--- src/mia_pkg.sv ---
// Package for the mesh inertia accumulator: widths, queue entry type and FSM states.
// Used by every module of the block; depends on nothing.
`default_nettype none
package mia_pkg;
   localparam int COORD_W    = 10;
   localparam int MASS_W     = 16;
   localparam int VOL_W      = 44;
   localparam int MOM_W      = 64;
   localparam int V6_W       = 32;
   localparam int PAIR_W     = 22;
   localparam int FACT_W     = 23;
   localparam int DIV_W      = 47;
   localparam int QUEUE_DEPTH = 4;
   localparam int QPTR_W     = $clog2(QUEUE_DEPTH);
   localparam int DIV_STEPS  = 64;
   localparam int DCNT_W     = $clog2(DIV_STEPS);
   localparam int NUM_AXES   = 3;

   // One classified triangle: six times its signed volume and the three moment factors.
   typedef struct packed {
      logic signed [V6_W-1:0]   v6;
      logic signed [FACT_W-1:0] fx;
      logic signed [FACT_W-1:0] fy;
      logic signed [FACT_W-1:0] fz;
      logic                     last;
   } tri_entry_type;

   typedef enum logic [1:0] {
      F_IDLE,
      F_CROSS,
      F_DOT,
      F_PUSH
   } front_state_type;

   typedef enum logic [2:0] {
      B_IDLE,
      B_MUL,
      B_ACC,
      B_PREP,
      B_MULM,
      B_DIV,
      B_FIN
   } back_state_type;
endpackage
`default_nettype wire

--- src/mia_queue.sv ---
// Short FIFO of classified triangles between the front and back ends.
// Depends on mia_pkg.
`default_nettype none
module mia_queue (
   input  wire logic                   clock,
   input  wire logic                   reset,
   input  wire logic                   push,
   input  wire mia_pkg::tri_entry_type push_entry,
   input  wire logic                   pop,
   output logic                        full,
   output logic                        empty,
   output mia_pkg::tri_entry_type      head
);
   import mia_pkg::*;

   tri_entry_type mem_ff [QUEUE_DEPTH];
   logic [QPTR_W-1:0] wptr_ff, rptr_ff;
   logic [QPTR_W:0]   count_ff, count_in;

   always_comb begin
      full  = (count_ff == (QPTR_W+1)'(QUEUE_DEPTH));
      empty = (count_ff == '0);
      head  = mem_ff[rptr_ff];
      count_in = count_ff + (QPTR_W+1)'(push) - (QPTR_W+1)'(pop);
   end

   always_ff @(posedge clock) begin
      if (reset) begin
         wptr_ff  <= '0;
         rptr_ff  <= '0;
         count_ff <= '0;
      end else begin
         if (push) wptr_ff <= wptr_ff + 1'b1;
         if (pop)  rptr_ff <= rptr_ff + 1'b1;
         count_ff <= count_in;
      end
   end

   always_ff @(posedge clock) begin
      if (push) begin
         mem_ff[wptr_ff] <= push_entry;
      end
   end
endmodule
`default_nettype wire

--- config.mk ---
export PLATFORM = sky130hd
export DESIGN_NAME = mia_queue
export DESIGN_NICKNAME = d
export VERILOG_FILES = /design/src/mia_pkg.sv /design/src/mia_queue.sv
export SDC_FILE = /design/constraint.sdc
export NUM_CORES = 1
export LEC_CHECK = 0
export BUFFER_PORTS_ARGS = -buffer_cell sky130_fd_sc_hd__buf_2
export CAP_MARGIN = 20
export CORE_ASPECT_RATIO = 1.75
export CORE_MARGIN = 1.5
export CORE_UTILIZATION = 40
export DETAILED_ROUTE_END_ITERATION = 8
export PLACE_DENSITY_LB_ADDON = 0.1
export SLEW_MARGIN = 10
export SYNTH_ARGS = -nofsm -noshare
export SYNTH_HDL_FRONTEND = slang
export SYNTH_SLANG_ARGS = --single-unit
--- constraint.sdc ---
create_clock -name clock -period 4.8 [get_ports clock]
set_input_delay 0.96 -clock clock [delete_from_list [all_inputs] [get_ports clock]]
set_output_delay 0.96 -clock clock [all_outputs]
set_load 0.02 [all_outputs]
==> out/results.ini <==
[timing]
fin_ws_ns = 1.35
hold_ws_ns = 0.539
final.setup.tns_ns = 0
hold_viol = 0
clock.fmax_ghz = 0.290
rsz0062_at_grt = no
fin_crit_sh_pct = 71.8
max_slew.worst_pin.slew_ns = 0.988
fin_crit_ns = 3.45
setup_violations = 0
finalClockSkew_ns = 0.0128
drv_slew = 0
relSlewSlack_pct = 34.1

[logic_synthesis]
synthDistinctLibCells = 20
postSynthCellCount = 574
syn_nets = 687
netlist_area_um2 = 15200
synth_warnings = 0
postSynthAreaPerCell_um2 = 26.4
yosys_register_bits = 417
ys_seq_area_share_pct = 82.1

[placement]
io_buffers = 209
gp_congestion = 0.684
dp_hpwl_um = 17800
post-place-ws_ns = 1.78

[layout]
mostFrequentLayoutCell = edfxtp_1
regArea_um2 = 12400
fillCellCount = 3049
final_util_pct = 48.4
multi_input_area_um2 = 2540
syn2layout_area_growth_pct = 19.8
final_cell_mix = 408 x edfxtp_1, 209 x buf_2, 102 x mux4_2, 41 x clkbuf_16
drive_gt1_share_pct = 46.1
nNetsFinal = 922

[drt]
viasPerCell = 5.09
drt_iter0_markers = 402
num_vias = 6708
wl_um = 29500
wire_per_inst_um = 22.4
drc_errors = 0
ant_nets = 0
first_pass_iters = 4

[clock_tree]
ctsResizeCount = 0
post-cts-setup-buffer-count = 0
cts_sinks = 417
cts_buffers = 38
htreeDepth = 2
cts.clk_slew.worst_paths_ns = 0.07
cts-root-buf = clkbuf_16
cts_tree = done
insertion_delay_ns = 0.52
cts_buffer_depth = 3
hold_buffers = 0

[global_route]
grt_max_degree = 63
grt_use_total_pct = 15.5
grt_pass1_wl_um = 44700
grt_overflow = 0
first_global_vias = 7566
antenna_found_initial = 1

[setup_path]
cp_slowest_stage_delay_ns = 1.00
r2r-end = mem_ff[2][64]$_DFFE_PP_
crit_path_end = head[91]
path_depth = 3
critPathMaxFanout = 62
startpoint_type = register
path_cells = buf_12 -> mux4_2 -> buf_2
crit_buf_inv = 2
critPathTopFamily = flip-flops
slowest_stage = dfxtp_4
reg2reg_depth = 4
crit_type = register to output pin
arrival_ns = 2.49
rrSetupSlack_ns = 2.52
regToRegStartpoint = wptr_ff[0]$_SDFFE_PP0P_
required_ns = 3.84
endpoint_kind = output pin

[worst_hold_path]
hold_class = register to register
hp-start = rptr_ff[0]$_SDFFE_PP0P_

[floorplanning]
die-width_um = 150
io_pins = 210
num_rows = 94
start_util_pct = 40.4
die_h_um = 260
core-area_um2 = 37500
die_area_um2 = 39100

[pwr]
ir_drop_uv = 326
power_density_nw_per_um2 = 459
p_sw_share_pct = 22.2
pwr-share-seq_pct = 51.1
p_sw_mw = 1.85
combPwrFrac_pct = 10.0
power.internal_mw = 6.48
clock_power_share_pct = 38.9
p_leak_nw = 6.05

[flow_run]
max-cap-violations = 0

[status]
status = finished, final reports clean

[routing by layer]
layer | global-route usage [%] | wire [µm]
met2 | 27.9 | 16100
met4 | 5.66 | 854
met5 | 0 | 0
met3 | 3.39 | 1580
met1 | 18.1 | 11000
[final cells by class]
cell class              count  share of cell area (%)
clock inverters            22                    1.69
clock buffers              47                    5.78
flip-flops and latches    417                    68.6
repair buffers            217                    6.51
multi-input cells         129                    14.0
diodes                      1                  0.0138
well taps                 480                    3.31
inverters                   6                   0.124
[worst reg2reg max path, cell delays in order (launching register included)]
cell and delay (ns):
dfxtp_1 0.35, inv_1 0.10, ha_1 0.15, and2_4 0.70, buf_4 0.61
[worst min-delay path by stage]
stage                     endpoint  slack (ns)  cells after the start
after detailed placement  register        0.53                      2
after global placement    register        0.51                      2
after CTS                 register        0.54                      2
after global routing      register        0.58                      2
final                     register        0.54                      2
after floorplan           register        0.49                      2
[cells in the mapped netlist]
master | n | area share (%)
mux2i_1 | 1 | 0.066
edfxtp_1 | 408 | 81
and2_1 | 4 | 0.17
xor3_1 | 1 | 0.16
dfxtp_1 | 9 | 1.2
clkbuf_1 | 3 | 0.074
nand3b_1 | 1 | 0.050
nor2_1 | 5 | 0.12
buf_2 | 10 | 0.33
nor3_1 | 1 | 0.033
mux4_2 | 102 | 15
and3_1 | 1 | 0.041
fa_1 | 1 | 0.13
inv_1 | 6 | 0.15
a21oi_1 | 1 | 0.033
ha_1 | 6 | 0.50
xnor2_1 | 2 | 0.12
a21bo_2 | 1 | 0.066
nor2b_1 | 2 | 0.083
buf_6 | 9 | 0.67
[through the flow]
stage	instances	area, µm²	total power, mW
finish	1319	18100	8.33
detailed placement	1249	16800	5.20
CTS	1318	18100	8.44
global placement	1249	16800	5.17
floorplan	574	15200	4.87
global route	1318	18100	8.62
[cells by family after synthesis]
logic type | count (synthesis) | share of synthesized area (%)
AO/OA/AOI/OAI | 2 | 0.0991
XOR/XNOR | 3 | 0.273
adder cells (fa/ha/maj) | 7 | 0.628
buffers and inverters | 28 | 1.22
flip-flops | 417 | 82.1
multiplexers | 103 | 15.2
AND/OR/NAND/NOR | 14 | 0.495
[power groups by stage]
stage          Clock (mW)  Combinational, mW  Sequential (mW)
4_1_cts              3.32              0.861             4.26
2_1_floorplan           0              0.565             4.30
6_report             3.24              0.835             4.25
3_3_place_gp            0              0.843             4.33
5_1_grt              3.45              0.903             4.27
3_5_place_dp            0              0.859             4.34
[registers in the layout, summed over array words and instances, names as in the netlist, named ones only]
register and flops:
mem_ff 408, rptr_ff 2, count_ff 3, wptr_ff 2
Note: power is estimated with default switching activity, not from simulation.
